==> src/sv/n6502pd_pkg.sv <==
// ----------------------------------------------------------------------------
// n6502pd_pkg
// Types, opcode table and helpers shared by the NMOS 6502 predecoder.
// ----------------------------------------------------------------------------
package n6502pd_pkg;

  // mnemonic numbers, alphabetical order
  typedef enum logic [5:0] {
    MN_ADC, MN_AND, MN_ASL, MN_BCC, MN_BCS, MN_BEQ, MN_BIT, MN_BMI,
    MN_BNE, MN_BPL, MN_BRK, MN_BVC, MN_BVS, MN_CLC, MN_CLD, MN_CLI,
    MN_CLV, MN_CMP, MN_CPX, MN_CPY, MN_DEC, MN_DEX, MN_DEY, MN_EOR,
    MN_INC, MN_INX, MN_INY, MN_JMP, MN_JSR, MN_LDA, MN_LDX, MN_LDY,
    MN_LSR, MN_NOP, MN_ORA, MN_PHA, MN_PHP, MN_PLA, MN_PLP, MN_ROL,
    MN_ROR, MN_RTI, MN_RTS, MN_SBC, MN_SEC, MN_SED, MN_SEI, MN_STA,
    MN_STX, MN_STY, MN_TAX, MN_TAY, MN_TSX, MN_TXA, MN_TXS, MN_TYA
  } mnem_t;

  // addressing modes
  typedef enum logic [3:0] {
    AM_IMP, AM_ACC, AM_IMM, AM_ZP, AM_ZPX, AM_ZPY, AM_ABS, AM_ABSX,
    AM_ABSY, AM_IND, AM_INDX, AM_INDY, AM_REL
  } amode_t;

  // input transaction
  typedef struct packed {
    logic [15:0] pc_address;
    logic [7:0]  first_byte;
    logic [7:0]  second_byte;
    logic [7:0]  third_byte;
    logic [1:0]  bytes_available;
  } in_item_t;

  // result transaction
  typedef struct packed {
    logic [1:0]  instr_length;
    logic        is_data_byte;
    logic [7:0]  data_value;
    logic [5:0]  mnemonic_code;
    logic [3:0]  address_mode;
    logic [7:0]  operand_byte;
    logic [15:0] operand_address;
  } out_item_t;

  // one opcode table entry
  typedef struct packed {
    logic   valid;
    mnem_t  mnem;
    amode_t mode;
  } op_entry_t;

  localparam logic [15:0] BRANCH_BIAS = 16'd2;

  function automatic op_entry_t ent(input mnem_t m, input amode_t a);
    op_entry_t e;
    e.valid = 1'b1;
    e.mnem  = m;
    e.mode  = a;
    return e;
  endfunction

  // table length of an addressing mode
  function automatic logic [1:0] mode_len(input amode_t a);
    logic [1:0] len;
    case (a)
      AM_IMP, AM_ACC:                  len = 2'd1;
      AM_ABS, AM_ABSX, AM_ABSY, AM_IND: len = 2'd3;
      default:                         len = 2'd2;
    endcase
    return len;
  endfunction

  // official opcode set
  function automatic op_entry_t op_lookup(input logic [7:0] op);
    op_entry_t e;
    case (op)
      8'h00: e = ent(MN_BRK, AM_IMP);   8'h01: e = ent(MN_ORA, AM_INDX);
      8'h05: e = ent(MN_ORA, AM_ZP);    8'h06: e = ent(MN_ASL, AM_ZP);
      8'h08: e = ent(MN_PHP, AM_IMP);   8'h09: e = ent(MN_ORA, AM_IMM);
      8'h0A: e = ent(MN_ASL, AM_ACC);   8'h0D: e = ent(MN_ORA, AM_ABS);
      8'h0E: e = ent(MN_ASL, AM_ABS);
      8'h10: e = ent(MN_BPL, AM_REL);   8'h11: e = ent(MN_ORA, AM_INDY);
      8'h15: e = ent(MN_ORA, AM_ZPX);   8'h16: e = ent(MN_ASL, AM_ZPX);
      8'h18: e = ent(MN_CLC, AM_IMP);   8'h19: e = ent(MN_ORA, AM_ABSY);
      8'h1D: e = ent(MN_ORA, AM_ABSX);  8'h1E: e = ent(MN_ASL, AM_ABSX);
      8'h20: e = ent(MN_JSR, AM_ABS);   8'h21: e = ent(MN_AND, AM_INDX);
      8'h24: e = ent(MN_BIT, AM_ZP);    8'h25: e = ent(MN_AND, AM_ZP);
      8'h26: e = ent(MN_ROL, AM_ZP);    8'h28: e = ent(MN_PLP, AM_IMP);
      8'h29: e = ent(MN_AND, AM_IMM);   8'h2A: e = ent(MN_ROL, AM_ACC);
      8'h2C: e = ent(MN_BIT, AM_ABS);   8'h2D: e = ent(MN_AND, AM_ABS);
      8'h2E: e = ent(MN_ROL, AM_ABS);
      8'h30: e = ent(MN_BMI, AM_REL);   8'h31: e = ent(MN_AND, AM_INDY);
      8'h35: e = ent(MN_AND, AM_ZPX);   8'h36: e = ent(MN_ROL, AM_ZPX);
      8'h38: e = ent(MN_SEC, AM_IMP);   8'h39: e = ent(MN_AND, AM_ABSY);
      8'h3D: e = ent(MN_AND, AM_ABSX);  8'h3E: e = ent(MN_ROL, AM_ABSX);
      8'h40: e = ent(MN_RTI, AM_IMP);   8'h41: e = ent(MN_EOR, AM_INDX);
      8'h45: e = ent(MN_EOR, AM_ZP);    8'h46: e = ent(MN_LSR, AM_ZP);
      8'h48: e = ent(MN_PHA, AM_IMP);   8'h49: e = ent(MN_EOR, AM_IMM);
      8'h4A: e = ent(MN_LSR, AM_ACC);   8'h4C: e = ent(MN_JMP, AM_ABS);
      8'h4D: e = ent(MN_EOR, AM_ABS);   8'h4E: e = ent(MN_LSR, AM_ABS);
      8'h50: e = ent(MN_BVC, AM_REL);   8'h51: e = ent(MN_EOR, AM_INDY);
      8'h55: e = ent(MN_EOR, AM_ZPX);   8'h56: e = ent(MN_LSR, AM_ZPX);
      8'h58: e = ent(MN_CLI, AM_IMP);   8'h59: e = ent(MN_EOR, AM_ABSY);
      8'h5D: e = ent(MN_EOR, AM_ABSX);  8'h5E: e = ent(MN_LSR, AM_ABSX);
      8'h60: e = ent(MN_RTS, AM_IMP);   8'h61: e = ent(MN_ADC, AM_INDX);
      8'h65: e = ent(MN_ADC, AM_ZP);    8'h66: e = ent(MN_ROR, AM_ZP);
      8'h68: e = ent(MN_PLA, AM_IMP);   8'h69: e = ent(MN_ADC, AM_IMM);
      8'h6A: e = ent(MN_ROR, AM_ACC);   8'h6C: e = ent(MN_JMP, AM_IND);
      8'h6D: e = ent(MN_ADC, AM_ABS);   8'h6E: e = ent(MN_ROR, AM_ABS);
      8'h70: e = ent(MN_BVS, AM_REL);   8'h71: e = ent(MN_ADC, AM_INDY);
      8'h75: e = ent(MN_ADC, AM_ZPX);   8'h76: e = ent(MN_ROR, AM_ZPX);
      8'h78: e = ent(MN_SEI, AM_IMP);   8'h79: e = ent(MN_ADC, AM_ABSY);
      8'h7D: e = ent(MN_ADC, AM_ABSX);  8'h7E: e = ent(MN_ROR, AM_ABSX);
      8'h81: e = ent(MN_STA, AM_INDX);  8'h84: e = ent(MN_STY, AM_ZP);
      8'h85: e = ent(MN_STA, AM_ZP);    8'h86: e = ent(MN_STX, AM_ZP);
      8'h88: e = ent(MN_DEY, AM_IMP);   8'h8A: e = ent(MN_TXA, AM_IMP);
      8'h8C: e = ent(MN_STY, AM_ABS);   8'h8D: e = ent(MN_STA, AM_ABS);
      8'h8E: e = ent(MN_STX, AM_ABS);
      8'h90: e = ent(MN_BCC, AM_REL);   8'h91: e = ent(MN_STA, AM_INDY);
      8'h94: e = ent(MN_STY, AM_ZPX);   8'h95: e = ent(MN_STA, AM_ZPX);
      8'h96: e = ent(MN_STX, AM_ZPY);   8'h98: e = ent(MN_TYA, AM_IMP);
      8'h99: e = ent(MN_STA, AM_ABSY);  8'h9A: e = ent(MN_TXS, AM_IMP);
      8'h9D: e = ent(MN_STA, AM_ABSX);
      8'hA0: e = ent(MN_LDY, AM_IMM);   8'hA1: e = ent(MN_LDA, AM_INDX);
      8'hA2: e = ent(MN_LDX, AM_IMM);   8'hA4: e = ent(MN_LDY, AM_ZP);
      8'hA5: e = ent(MN_LDA, AM_ZP);    8'hA6: e = ent(MN_LDX, AM_ZP);
      8'hA8: e = ent(MN_TAY, AM_IMP);   8'hA9: e = ent(MN_LDA, AM_IMM);
      8'hAA: e = ent(MN_TAX, AM_IMP);   8'hAC: e = ent(MN_LDY, AM_ABS);
      8'hAD: e = ent(MN_LDA, AM_ABS);   8'hAE: e = ent(MN_LDX, AM_ABS);
      8'hB0: e = ent(MN_BCS, AM_REL);   8'hB1: e = ent(MN_LDA, AM_INDY);
      8'hB4: e = ent(MN_LDY, AM_ZPX);   8'hB5: e = ent(MN_LDA, AM_ZPX);
      8'hB6: e = ent(MN_LDX, AM_ZPY);   8'hB8: e = ent(MN_CLV, AM_IMP);
      8'hB9: e = ent(MN_LDA, AM_ABSY);  8'hBA: e = ent(MN_TSX, AM_IMP);
      8'hBC: e = ent(MN_LDY, AM_ABSX);  8'hBD: e = ent(MN_LDA, AM_ABSX);
      8'hBE: e = ent(MN_LDX, AM_ABSY);
      8'hC0: e = ent(MN_CPY, AM_IMM);   8'hC1: e = ent(MN_CMP, AM_INDX);
      8'hC4: e = ent(MN_CPY, AM_ZP);    8'hC5: e = ent(MN_CMP, AM_ZP);
      8'hC6: e = ent(MN_DEC, AM_ZP);    8'hC8: e = ent(MN_INY, AM_IMP);
      8'hC9: e = ent(MN_CMP, AM_IMM);   8'hCA: e = ent(MN_DEX, AM_IMP);
      8'hCC: e = ent(MN_CPY, AM_ABS);   8'hCD: e = ent(MN_CMP, AM_ABS);
      8'hCE: e = ent(MN_DEC, AM_ABS);
      8'hD0: e = ent(MN_BNE, AM_REL);   8'hD1: e = ent(MN_CMP, AM_INDY);
      8'hD5: e = ent(MN_CMP, AM_ZPX);   8'hD6: e = ent(MN_DEC, AM_ZPX);
      8'hD8: e = ent(MN_CLD, AM_IMP);   8'hD9: e = ent(MN_CMP, AM_ABSY);
      8'hDD: e = ent(MN_CMP, AM_ABSX);  8'hDE: e = ent(MN_DEC, AM_ABSX);
      8'hE0: e = ent(MN_CPX, AM_IMM);   8'hE1: e = ent(MN_SBC, AM_INDX);
      8'hE4: e = ent(MN_CPX, AM_ZP);    8'hE5: e = ent(MN_SBC, AM_ZP);
      8'hE6: e = ent(MN_INC, AM_ZP);    8'hE8: e = ent(MN_INX, AM_IMP);
      8'hE9: e = ent(MN_SBC, AM_IMM);   8'hEA: e = ent(MN_NOP, AM_IMP);
      8'hEC: e = ent(MN_CPX, AM_ABS);   8'hED: e = ent(MN_SBC, AM_ABS);
      8'hEE: e = ent(MN_INC, AM_ABS);
      8'hF0: e = ent(MN_BEQ, AM_REL);   8'hF1: e = ent(MN_SBC, AM_INDY);
      8'hF5: e = ent(MN_SBC, AM_ZPX);   8'hF6: e = ent(MN_INC, AM_ZPX);
      8'hF8: e = ent(MN_SED, AM_IMP);   8'hF9: e = ent(MN_SBC, AM_ABSY);
      8'hFD: e = ent(MN_SBC, AM_ABSX);  8'hFE: e = ent(MN_INC, AM_ABSX);
      default: e = '0;
    endcase
    return e;
  endfunction

endpackage

==> src/sv/nmos6502_instruction_predecode_core.sv <==
// ----------------------------------------------------------------------------
// nmos6502_instruction_predecode_core
// NMOS 6502 instruction predecoder: opcode table decode, length clamp and
// operand / branch target extraction, one transaction per cycle while out_stall is low.
// ----------------------------------------------------------------------------
//  channel | direction | handshake          | payload
//  in_     | input     | in_valid/in_stall   | in_item_t  in_data
//  out_    | output    | out_valid/out_stall | out_item_t out_data
//
//  The input register feeds the decode, which is registered into the result register.
//  Throughput is one transaction per cycle while out_stall is low, set by the single decode stage.
//  Reset clears both valid flags; the payload registers are not reset.
//  out_stall holds the result register; the input register still fills,
//  and in_stall rises only when both registers are occupied.
// ----------------------------------------------------------------------------
module nmos6502_instruction_predecode_core import n6502pd_pkg::*; (
  input  logic      clk,
  input  logic      rst_n,
  input  logic      in_valid,
  output logic      in_stall,
  input  in_item_t  in_data,
  output logic      out_valid,
  input  logic      out_stall,
  output out_item_t out_data
);

  logic      s1_valid_r, s1_valid_nxt;
  in_item_t  s1_data_r;
  logic      out_valid_r, out_valid_nxt;
  out_item_t out_data_r;
  out_item_t dec_res;
  logic      s1_adv;
  logic      in_acc;

  // flow control
  assign s1_adv   = !out_valid_r || !out_stall;
  assign in_stall = s1_valid_r && !s1_adv;
  assign in_acc   = in_valid && !in_stall;

  always_comb begin
    s1_valid_nxt  = in_acc ? 1'b1 : (s1_adv ? 1'b0 : s1_valid_r);
    out_valid_nxt = s1_adv ? s1_valid_r : out_valid_r;
  end

  // decode logic
  n6502pd_decode u_decode (
    .win (s1_data_r),
    .res (dec_res)
  );

  // valid flags
  always_ff @(posedge clk) begin
    if (!rst_n) begin
      s1_valid_r  <= 1'b0;
      out_valid_r <= 1'b0;
    end else begin
      s1_valid_r  <= s1_valid_nxt;
      out_valid_r <= out_valid_nxt;
    end
  end

  // payload registers
  always_ff @(posedge clk) begin
    if (in_acc) begin
      s1_data_r <= in_data;
    end
    if (s1_adv) begin
      out_data_r <= dec_res;
    end
  end

  assign out_valid = out_valid_r;
  assign out_data  = out_data_r;

endmodule

==> src/sv/n6502pd_decode.sv <==
// ----------------------------------------------------------------------------
// n6502pd_decode
// Combinational decode of one instruction window into a result transaction.
// ----------------------------------------------------------------------------
module n6502pd_decode import n6502pd_pkg::*; (
  input  in_item_t  win,
  output out_item_t res
);

  op_entry_t   entry;
  logic [1:0]  tbl_len;
  logic [7:0]  lo_byte;
  logic [15:0] rel_target;

  // table lookup and length
  assign entry   = op_lookup(win.first_byte);
  assign tbl_len = mode_len(entry.mode);

  // second byte reads as zero when missing
  assign lo_byte = (win.bytes_available >= 2'd2) ? win.second_byte : 8'd0;

  // branch target, wraps at 64k
  assign rel_target = win.pc_address + BRANCH_BIAS + {{8{lo_byte[7]}}, lo_byte};

  // result assembly
  always_comb begin
    res = '0;
    res.instr_length = 2'd1;
    if (win.bytes_available == 2'd0) begin
      res.is_data_byte = 1'b1;
    end else if (!entry.valid) begin
      res.is_data_byte = 1'b1;
      res.data_value   = win.first_byte;
    end else begin
      res.instr_length  = (tbl_len > win.bytes_available) ? win.bytes_available : tbl_len;
      res.mnemonic_code = entry.mnem;
      res.address_mode  = entry.mode;
      case (entry.mode)
        AM_IMM, AM_ZP, AM_ZPX, AM_ZPY, AM_INDX, AM_INDY: begin
          res.operand_byte = lo_byte;
        end
        AM_ABS, AM_ABSX, AM_ABSY, AM_IND: begin
          if (win.bytes_available == 2'd3) begin
            res.operand_address = {win.third_byte, win.second_byte};
          end
        end
        AM_REL: begin
          res.operand_address = rel_target;
        end
        default: begin
          res.operand_byte = 8'd0;
        end
      endcase
    end
  end

endmodule

==> config.mk <==
export PLATFORM = sky130hd
export DESIGN_NAME = nmos6502_instruction_predecode_core
export DESIGN_NICKNAME = d
export VERILOG_FILES = /design/src/sv/n6502pd_pkg.sv /design/src/sv/nmos6502_instruction_predecode_core.sv /design/src/sv/n6502pd_decode.sv
export SDC_FILE = /design/constraint.sdc
export NUM_CORES = 1
export LEC_CHECK = 0
export BUFFER_PORTS_ARGS = -buffer_cell sky130_fd_sc_hd__buf_2
export CAP_MARGIN = 15
export CORE_MARGIN = 10
export CORE_UTILIZATION = 62
export DETAILED_ROUTE_END_ITERATION = 7
export HOLD_SLACK_MARGIN = 0.15
export PLACE_DENSITY = 0.84
export SLEW_MARGIN = 10
export SYNTH_ARGS = -nofsm -noshare
export SYNTH_HDL_FRONTEND = slang
export SYNTH_HIERARCHICAL = 1
export SYNTH_SLANG_ARGS = --single-unit
==> constraint.sdc <==
create_clock -name clk -period 6.7 [get_ports clk]
set_clock_uncertainty 0.05 [all_clocks]
set_input_delay 0.335 -clock clk [delete_from_list [all_inputs] [get_ports clk]]
set_output_delay 0.335 -clock clk [all_outputs]
set_load 0.01 [all_outputs]
# Word-level counts from Yosys, hierarchy flattened

Memory sizes are Yosys's and may differ from the RTL's. A register that Yosys moved wholly into a read port is not among the register bits.
Cells that the tools add are included.

Add/sub/neg operators: 2
Magnitude comparators: 2
Eq/ne operators: 13
Muxes and demuxes: 9
Bitwise gates (word level): 2
Reduce and logical (&&, ||, !) cells: 16

Operators by type and width:

| operator                                                 | count |
|---|---|
| case mux 16 bit (2 select lines)                         | 1 |
| == test 4 bit, second input constant                     | 5 |
| adder 16 bit                                             | 1 |
| adder 16 x 2 -> 16 bit, second input constant            | 1 |
| == test 4 x 3 -> 1 bit, second input constant            | 4 |
| two-way mux 16 bit                                       | 1 |
| two-way mux 8 bit                                        | 2 |
| two-way mux 9 bit                                        | 1 |
| == test 4 x 2 -> 1 bit, second input constant            | 2 |
| OR reduction 2 bit                                       | 3 |
| OR reduction 6 bit                                       | 1 |
| == test 4 x 1 -> 1 bit, second input constant            | 1 |
| logical NOT 1 bit                                        | 4 |
| logical NOT 4 bit                                        | 1 |
| case mux 2 bit (2 select lines)                          | 1 |
| OR reduction 4 bit                                       | 1 |
| OR reduction 3 bit                                       | 1 |
| == test 2 bit, second input constant                     | 1 |
| greater-or-equal comparator 2 bit, second input constant | 1 |
| greater-than comparator 2 bit                            | 1 |
| logical AND 1 bit                                        | 2 |
| logical NOT 2 bit                                        | 1 |
| two-way mux 1 bit                                        | 2 |
| two-way mux 2 bit                                        | 1 |
| other kinds (3)                                          | 4 |

Flip-flop bits (word level): 89
Bits in read-only memories: 2816
Input bits: 46
Output and inout port bits: 47
Logic and storage cells: 59
Memories: 1

Memory list:

| name            | words | width | rd ports | clocked after memory_dff | wr ports | RTL line          | text |
|---|---|---|---|---|---|---|---|
| (no name shown) | 256   | 11    | 1        | 1                        | 0        | n6502pd_pkg.sv:75 | `case (op)` |

# Longest topological paths before layout

Gate-level depths: netlist of run 1.

Word-level depth: 7
Mapped depth: 13
Mapped depth without buffers: 13

# Modules after synthesis

Netlist of run 1, hierarchy kept.

By module, submodules not included:

| module                              | times used | cells an instance | area each (sq um) | sequential area each (sq um) |
|---|---|---|---|---|
| n6502pd_decode                      | 1          | 501               | 3179.3            | 0.0 |
| nmos6502_instruction_predecode_core | 1          | 95                | 2692.6            | 2652.5 |

# Worst setup path after synthesis of run 1

No wires, ideal clock.

Path type: reg2reg
Start: register s1_data_r[1] in the netlist's numbering
End: register out_data_r (netlist bit out_data[15]) (data pin)
Library setup time: 0.257 ns
Arrival time: 2.697 ns
Required time: 6.393 ns
Setup slack: 3.696 ns
Stages on the path, launching flop included: 13
Path buffers: 0
Clock period less this slack: 3.004 ns
Cell sequence: edfxtp_1 > inv_1 > nor2_1 > ha_1 > inv_1 > fa_1 > nor2b_1 > o2111ai_1 > nand4_1 > and4_1 > nor4_1 > or3_1 > a32o_1

Word-level cells in the longest chain between the ends: 4
Elaborated cells between the ends (all ways): 8
Those cells by class: add/sub: 1; order compare: 1; eq/ne: 1; mux: 3; reduce/logical: 2

RTL lines:

| what                              | RTL line                                  | text |
|---|---|---|
| start, declared                   | nmos6502_instruction_predecode_core.sv:28 | `in_item_t s1_data_r;` |
| start signal, assigned            | nmos6502_instruction_predecode_core.sv:65 | `s1_data_r <= in_data;` |
| greater-or-equal comparator 2 bit | n6502pd_decode.sv:20                      | `assign lo_byte = (win.bytes_available >= 2'd2) ? win.second_byte : 8'd0;` |
| two-way mux 8 bit                 | n6502pd_decode.sv:20                      |  |
| adder 16 bit                      | n6502pd_decode.sv:23                      | `assign rel_target = win.pc_address + BRANCH_BIAS + {{8{lo_byte[7]}}, lo_byte};` |
| case mux 16 bit (2 select lines)  | n6502pd_decode.sv:38                      | `case (entry.mode)` |
| end signal, assigned              | nmos6502_instruction_predecode_core.sv:68 | `out_data_r <= dec_res;` |
| end, declared                     | nmos6502_instruction_predecode_core.sv:30 | `out_item_t out_data_r;` |

Parallel ways exist; a longest one is shown, timed or not.
A chain may end at the register's enable or synchronous reset.

==> impl_results.md, run 1 <==
- Die Span X: 117 um
- Max cap viols: 0
- Clock Tree Buf Depth: 2
- Top-area cell type share of the netlist area: 44.5%
- Leak Pwr: 2.93 nW
- Total wire length: 17.9 mm
- F_max: 0.224 GHz
- Worst-path cell chain: clkinv_1 -> ha_1 -> o211a_1 -> nor2_1 -> o311ai_1 -> nand3_1 -> or4_4 -> nor3_4 -> a22o_1
- Crit-path max FO: 22
- Synth area leaders: edfxtp_1, ha_1, nor2_1, a21oi_1, o21ai_0
- Remaining Overflow, GRT: 0
- Setup CP Type: register to register
- Die ar.: 13800 um2
- Sequential fraction of the synthesis area: 45.2%
- Worst-margin pin slew: 1070 ps
- TritonCTS buffer count: 9
- Final net count: 790
- Routed WL per cell: 21.3 um
- Most frequent cells in the layout: buf_2, edfxtp_1, nor2_1, dlygate4sd3_1, nand2_1
- Slew headroom: 28.6%
- Max Slew Vio Count: 0
- Initial Utilization: 63.5%
- Mux contribution to synthesized area: 1.07%
- Reg2Reg Setup Slack: 2230 ps
- Min-delay worst type: primary input to register
- Post-Synth XOR/XNOR Area: 2.24%
- Initial DRC Count: 755
- DRC viols: 0
- Startpoint types: register
- Clock Latency Late Sink: 370 ps
- Post-cts resize count: 0
- Crit-path slowest cell: edfxtp_1
- Outcome: finished clean
- PnR worst setup slack: 2230 ps
- Synth Area in Compound Gates: 21.6%
- Final setup viols: 0
- Initial antenna violation count: 0
- Power density over the cells: 194 nW/um2
- Diodes inserted: 0
- CP Data Required Time: 6880 ps
- Final Hold Fails: 0
- Final ANT Viol Nets: 0
- Port Buffers: 92
- Yosys reg bits: 89
- CTS tree: yes
- RSZ-0062 raised after global routing: false
- Area delta synth->final: 18.7%
- Final Non-Filler Cells: 841
- Crit path capture type: register
- Post-place setup slack: 2180 ps
- Largest family of logic cells by synthesized area: compound AO/OA/AOI/OAI gates
- Vias in the first global route: 5324
- Worst EP arrival: 4640 ps
- Tmin final: 4470 ps
- Via count: 5487
- Vias per cell: 6.52
- Syn Area/Cell: 9.85 um2
- Die H: 117 um
- Synth Instances: 596
- Post-Syn Nets: 678
- Post-Syn Area: 5870 um2
- Site row count: 35
- Setup TNS: 0 ps
- Simple-gate area share of the yosys netlist: 16.9%
- Post-synthesis adder-cell area fraction: 7.80%
- Synth warn: 6
- Post-route clock period utilization: 66.7%
- R2R depth: 9
- Post-synth EDFFs: 87
- Post-synthesis cell type count: 73
- Share of cells above drive strength 1: 18.0%
- Critical path's largest stage delay: 790 ps
- Global-route wire length before repair: 28.6 mm
- Hold buffer count at CTS: 44
- Largest net degree at the start of global routing: 50
- Final RePlAce weighted congestion: 0.968
- Leading area contributor after synthesis: edfxtp_1
- CTS HTree Levels: 3
- Hold depth: 3
- Asr flop ratio synth: 0%
- Root Buffer: clkbuf_8
- Worst-path clk slew: 90 ps
- Clk sinks: 89
- Post-CTS setup buffer count: 0
- DP Wirelength: 11.4 mm
- Top_reg_cell synth: edfxtp_1
- Global-route usage over all layers: 25.1%
- Layout Utilization: 75.4%
- Placed insts: 779
- # IOs: 93
- Maximum vdd drop: 0.000151 V
- Core area: 9240 um2
- Router iterations before antenna repair: 5
- Most common cell after layout, fill and taps aside: buf_2
-- critical path, delay by kind of cell (launching register included) --
kind | cells | cell delay (ps)
AND/OR/NAND/NOR | 4 | 1550
AO/OA/AOI/OAI | 3 | 860
flip-flops | 1 | 790
adder cells (fa/ha/maj) | 1 | 630
buffers and inverters | 1 | 440
-- flip-flops by register name (all words and copies together), names as in the netlist --
name,flops
out_data,45
out_valid,1
s1_data_r,42
s1_valid_r,1
-- where the power goes --
part           internal (W)  switching, W  total (W)
clock              0.000132      0.000184   0.000316
combinational      0.000141      0.000212   0.000353
sequential         0.000657     0.0000231   0.000680
total              0.000930      0.000419    0.00135
-- synth_stat cells (8+ instances only) --
cell type and number:
a21oi_1 37, nand3_1 16, o22ai_1 10, a22o_1 16
clkbuf_1 20, nand2b_1 16, nand2_1 43, o21ai_0 34
nor2_1 61, inv_1 24, ha_1 35, nor3_1 20
buf_2 13, a31oi_1 8, nor2b_1 11, o211ai_1 12
a211oi_1 12, edfxtp_1 87, xnor2_1 11
-- metrics by stage --
stage / hold slack (ps) / power [W] / instance area, um2
final: 250 / 0.00135 / 6970
after global placement: 413 / 0.000995 / 6330
after global routing: 272 / 0.00141 / 6970
after CTS: 240 / 0.00133 / 6940
after floorplan: 384 / 0.000906 / 5870
after detailed placement: 463 / 0.00100 / 6330
-- routing by layer --
| layer | wire [um] | GRT usage, % | up-vias |
|---|---|---|---|
| met5 | 0 | 0 | - |
| met2 | 8170 | 38.7 | 396 |
| met3 | 2070 | 7.15 | 62 |
| met4 | 573 | 9.47 | 0 |
| met1 | 7100 | 32.6 | 2542 |
| li1 | - | - | 2487 |
-- area by class of cell --
| type | instances | area (um2) |
|---|---|---|
| fillers | 625 | 2270 |
| clock inverters | 5 | 33.8 |
| repair buffers | 144 | 973 |
| clock buffers | 10 | 128 |
| inverters | 26 | 100 |
| well taps | 129 | 161 |
| flip-flops and latches | 89 | 2650 |
| multi-input cells | 438 | 2920 |
-- path summary, 6_finish.rpt --
check	startpoint	end
worst max-delay path	s1_data_r[19]$_DFFE_PP_	out_data[11]$_DFFE_PP_
worst min-delay path	out_stall	out_valid$_SDFFE_PN0P_
worst min register to register	s1_valid_r$_SDFFE_PN0P_	out_valid$_SDFFE_PN0P_
worst max register to register	s1_data_r[19]$_DFFE_PP_	out_data[11]$_DFFE_PP_
-- cells by family after synthesis --
logic type,count (synthesis)
simple gates,201
xor+xnor,15
fa+ha+maj,36
flops,89
compound gates,181
mux,5
buf+inv,69
(Power assumes the default switching activity.)
==> run 2: changes to the inputs <==
CORE_UTILIZATION = 52   (was 62)
PLACE_DENSITY = 0.75   (was 0.84)
clock period = 3.7 ns   (was 6.7 ns; I/O delays follow)
==> run 2 against run 1 <==
Compared with the run above:
- non-clock buffer count up 22
- worst setup slack got worse by 2000 ps
- maximum frequency rose by 31%
- utilization shrank 8.8 points
- via count decreased by 1.8%
- sequential share of layout area down 1.6 points
- largest power group unchanged
- highest routed layer unchanged
==> impl_results.md, run 2 (same netlist as run 1, synthesis figures left out) <==
- Outcome: finished clean
- Slew headroom: 21.9%
- Pwr Total: 0.00273 W
- Core area: 10900 um2
- Final Hold Fails: 0
- Tmin final: 3420 ps
- Initial Utilization: 53.7%
- R2R Path Start: s1_data_r[1]$_DFFE_PP_
- CTS HTree Levels: 3
- Worst-margin pin slew: 1170 ps
- Clock Latency Late Sink: 330 ps
- Initial antenna violation count: 1
- Worst-path clk slew: 70 ps
- DRC viols: 0
- Router iterations before antenna repair: 5
- TritonCTS buffer count: 9
- F_max: 0.293 GHz
- R2R depth: 12
- Hold EP: s1_data_r[20]$_DFFE_PP_
- Maximum vdd drop: 0.000368 V
- Final RePlAce weighted congestion: 0.963
- Max Slew Vio Count: 0
- Fill count: 840
- Reg2Reg Setup Slack: 280 ps
- CTS tree: yes
- Clk sinks: 89
- Most frequent cells in the layout: buf_2, edfxtp_1, nor2_1, dlygate4sd3_1, nand2_1
- CP Data Required Time: 3740 ps
- Global-route usage over all layers: 20.8%
- Post-route clock period utilization: 92.4%
- Largest net degree at the start of global routing: 48
- Die Span X: 126 um
- PnR worst setup slack: 281 ps
- Initial DRC Count: 794
- DP Wirelength: 11.7 mm
- Final net count: 812
- Setup CP Type: register to register
- Die H: 126 um
- Site row count: 38
- RSZ-0062 raised after global routing: false
- Hold depth: 2
- Final ANT Viol Nets: 0
- Power density over the cells: 374 nW/um2
- Vias in the first global route: 5186
- Worst hold slack: 427 ps
- Total wire length: 17.0 mm
- Crit-path max FO: 7
- Worst EP arrival: 3450 ps
- Remaining Overflow, GRT: 0
- Most common cell after layout, fill and taps aside: buf_2
- Final Non-Filler Cells: 876
- Port Buffers: 92
- Global-route wire length before repair: 27.5 mm
- Leak Pwr: 3.09 nW
- Placed insts: 814
- Max cap viols: 0
- Final setup viols: 0
- Post-cts resize count: 0
- Root Buffer: clkbuf_16
- Routed WL per cell: 19.5 um
- Setup TNS: 0 ps
- Max reg flops: 45
- Clock Tree Buf Depth: 2
- Die ar.: 15900 um2
- Vias per cell: 6.15
- Share of cells above drive strength 1: 20.5%
- Area delta synth->final: 24.1%
- # IOs: 93
- R2R Path End: out_data[15]$_DFFE_PP_
- Startpoint types: register
- Via count: 5387
- Crit path capture type: register
- Min-delay worst type: primary input to register
- Hold Crit Start: in_valid
- Post-place setup slack: 336 ps
[run 2: cell types whose count changed in the layout (fill, tap and decap cells not counted), moves of 2 or more]
| cell | change |
|---|---|
| clkbuf_16 | +9 |
| buf_4 | +20 |
| clkbuf_8 | -9 |
| inv_6 | +2 |
[run 2: critical path, cell delays in order, from the launching register on]
cell and delay, ps:
edfxtp_1 500, inv_1 250, nor2_1 100, ha_1 320
inv_1 80, fa_1 460, nor2b_1 180, o2111ai_1 170
nand4_1 150, and4_1 220, nor4_1 70, or3_1 380
a32o_1 250
[run 2: layer usage]
layer  share of wire (%)  vias to the layer above  global-route usage, %
met3                  11                       35                   6.04
met1                  42                     2521                   29.2
met4                 1.7                        0                   4.69
met5                   0                        -                      0
li1                    -                     2530                      -
met2                  45                      301                   31.1
[run 2: stage by stage]
stage,area [um2],util [%]
final,7280,66.6
after global routing,7280,66.6
after CTS,7280,66.6
after detailed placement,6550,59.9
after global placement,6550,59.9
after floorplan,5870,-
[run 2: what timing repair did]
action                     in CTS  in global routing
hold endpoints to repair       44                  0
setup buffers                   0                  0
hold buffers                   45                  0
setup endpoints to repair       0                  0
[run 2: how the worst max path moves through the flow]
stage                             end  cells past startpoint                   start  slack, ps
3_5_place_dp   out_data[15]$_DFFE_PP_                     12  s1_data_r[1]$_DFFE_PP_        340
3_3_place_gp   out_data[15]$_DFFE_PP_                     12  s1_data_r[1]$_DFFE_PP_        520
2_1_floorplan  out_data[15]$_DFFE_PP_                     12  s1_data_r[1]$_DFFE_PP_        700
6_report       out_data[15]$_DFFE_PP_                     12  s1_data_r[1]$_DFFE_PP_        280
5_1_grt        out_data[15]$_DFFE_PP_                     12  s1_data_r[1]$_DFFE_PP_         60
4_1_cts        out_data[15]$_DFFE_PP_                     12  s1_data_r[1]$_DFFE_PP_        300
[run 2: cell type report]
class	instances	area, um2	area share, %
repair buffers	166	1150	15.8
clock buffers	10	229	3.14
inverters	26	100	1.37
well taps	140	175	2.40
multi-input cells	438	2920	40.1
diodes	1	2.50	0.0344
clock inverters	6	50.0	0.687
flip-flops and latches	89	2650	36.4
[run 2: where the power goes]
part           switching, W  internal [W]  leakage, nW
logic              0.000380      0.000271         2.01
registers         0.0000314       0.00119        0.950
clock network      0.000389      0.000463        0.130
total              0.000801       0.00193         3.09
==> run 3: changes to the inputs <==
CELL_PAD_IN_SITES_DETAIL_PLACEMENT = 1   (was unset)
CELL_PAD_IN_SITES_GLOBAL_PLACEMENT = 1   (was unset)
CORE_UTILIZATION = 40   (was 52)
CTS_BUF_LIST = sky130_fd_sc_hd__clkbuf_4 sky130_fd_sc_hd__clkbuf_8 sky130_fd_sc_hd__clkbuf_16   (was unset)
==> run 3 against run 2 <==
Compared with the run above:
- first-iteration DRC count shrank 38%
- utilization shrank 16 points
- global-route usage shrank 0.32 points
- worst hold slack lost 110 ps
- critical path depth is the same
- clock power grew 6.1%
- die area grew 25%
- worst setup slack lost 170 ps
- critical endpoint unchanged
==> impl_results.md, run 3 (same netlist as run 1, synthesis figures left out) <==
- Remaining Overflow, GRT: 0
- Worst-path clk slew: 70 ps
- CTS HTree Levels: 3
- Leak Pwr: 3.13 nW
- RSZ-0062 raised after global routing: false
- Max Slew Vio Count: 0
- Worst setup path start: s1_data_r[1]$_DFFE_PP_
- Final setup viols: 0
- Diodes inserted: 0
- Clk sinks: 89
- Initial Utilization: 40.6%
- F_max: 0.278 GHz
- Hold Crit Start: in_valid
- R2R Path Start: s1_data_r[1]$_DFFE_PP_
- Reg2Reg Setup Slack: 110 ps
- Critical path's largest stage delay: 510 ps
- Most common cell after layout, fill and taps aside: buf_2
- Min-delay worst type: primary input to register
- Final Non-Filler Cells: 923
- Root Buffer: clkbuf_16
- Initial DRC Count: 494
- Worst EP arrival: 3650 ps
- TritonCTS buffer count: 9
- Max cap viols: 0
- Total wire length: 20.6 mm
- Most frequent cells in the layout: buf_2, edfxtp_1, nor2_1, dlygate4sd3_1, nand2_1
- Global-route usage over all layers: 20.5%
- Placed insts: 862
- Outcome: finished clean
- Setup CP Type: register to register
- Slew headroom: 25.8%
- Worst path most repeated cell: inv_1
- Site row count: 44
- Final Hold Fails: 0
- Area delta synth->final: 25.9%
- Worst-margin pin slew: 1110 ps
- Clock Latency Late Sink: 350 ps
- # IOs: 93
- Crit path capture type: register
- Core area: 14500 um2
- Initial antenna violation count: 0
- DP Wirelength: 14.0 mm
- Vias per cell: 5.89
- Worst-path cell chain: inv_1 -> nor2_1 -> ha_1 -> inv_1 -> fa_1 -> nor2b_1 -> o2111ai_1 -> nand4_1 -> and4_1 -> nor4_1 -> or3_1 -> a32o_1
- Setup TNS: 0 ps
- Post-route clock period utilization: 97.1%
- Final RePlAce weighted congestion: 0.912
- CTS tree: yes
- Startpoint types: register
- Final net count: 816
- Hold depth: 2
- Maximum vdd drop: 0.000261 V
- Die H: 141 um
- DRC viols: 0
- Worst hold slack: 318 ps
- Crit-path slowest cell: edfxtp_1
- Clock Tree Buf Depth: 2
- Final ANT Viol Nets: 0
- R2R depth: 12
- Global-route wire length before repair: 32.7 mm
- Die Span X: 141 um
- Post-cts resize count: 0
- Routed WL per cell: 22.3 um
- Max reg flops: 45
- Largest net degree at the start of global routing: 46
- CP Capture Point: out_data[15]$_DFFE_PP_
- Via count: 5439
- Tmin final: 3590 ps
- Crit-path max FO: 7
- CP Data Required Time: 3760 ps
- R2R Path End: out_data[15]$_DFFE_PP_
- Die ar.: 19900 um2
- Power density over the cells: 381 nW/um2
- Router iterations before antenna repair: 5
- Port Buffers: 92
- Share of cells above drive strength 1: 20.8%
- Vias in the first global route: 5798
run 3: worst max-delay path: cells and delay by family, from the launching register on:
| kind | cells | cell delay, ps |
|---|---|---|
| fa+ha+maj | 2 | 820 |
| simple gates | 6 | 1190 |
| buf+inv | 2 | 340 |
| flops | 1 | 510 |
| compound gates | 2 | 460 |
run 3: metrics by stage:
stage	util (%)	total power (W)	cell area, um2	worst slack [ps]
CTS	51.1	0.00282	7390	196
global route	51.1	0.00294	7390	4.49
detailed placement	45.9	0.00188	6650	241
global placement	45.9	0.00185	6650	434
floorplan	-	0.00164	5870	696
finish	51.1	0.00281	7390	109
run 3: worst min path at each step:
stage                              end  slack [ps]
6_report        s1_data_r[0]$_DFFE_PP_         320
4_1_cts         s1_data_r[0]$_DFFE_PP_         300
3_3_place_gp   s1_data_r[41]$_DFFE_PP_         310
3_5_place_dp   s1_data_r[16]$_DFFE_PP_         310
5_1_grt         s1_data_r[0]$_DFFE_PP_         330
2_1_floorplan   s1_data_r[0]$_DFFE_PP_         230
run 3: routing by layer:
metal,global-route usage [%],part of all wire [%]
met5,0,0
met4,7.07,2.3
met3,4.10,6.1
met2,33.3,48
met1,26.6,44
run 3: repair_timing:
item                       in CTS  in global routing
buffers inserted                0                  0
hold endpoints to repair       44                  0
hold buffers                   45                  0
setup endpoints to repair       0                  0
run 3: area by class of cell:
class | instances | area [um2]
flip-flops and latches | 89 | 2650
well taps | 184 | 230
clock inverters | 6 | 58.8
repair buffers | 170 | 1200
multi-input cells | 438 | 2920
clock buffers | 10 | 233
inverters | 26 | 100
fillers | 1663 | 7090
run 3: where the power goes:
group,leakage [nW],total [W],internal [W],switching (W)
combinational,2.04,0.000681,0.000278,0.000404
clock,0.141,0.000904,0.000526,0.000378
sequential,0.950,0.00123,0.00119,0.0000369
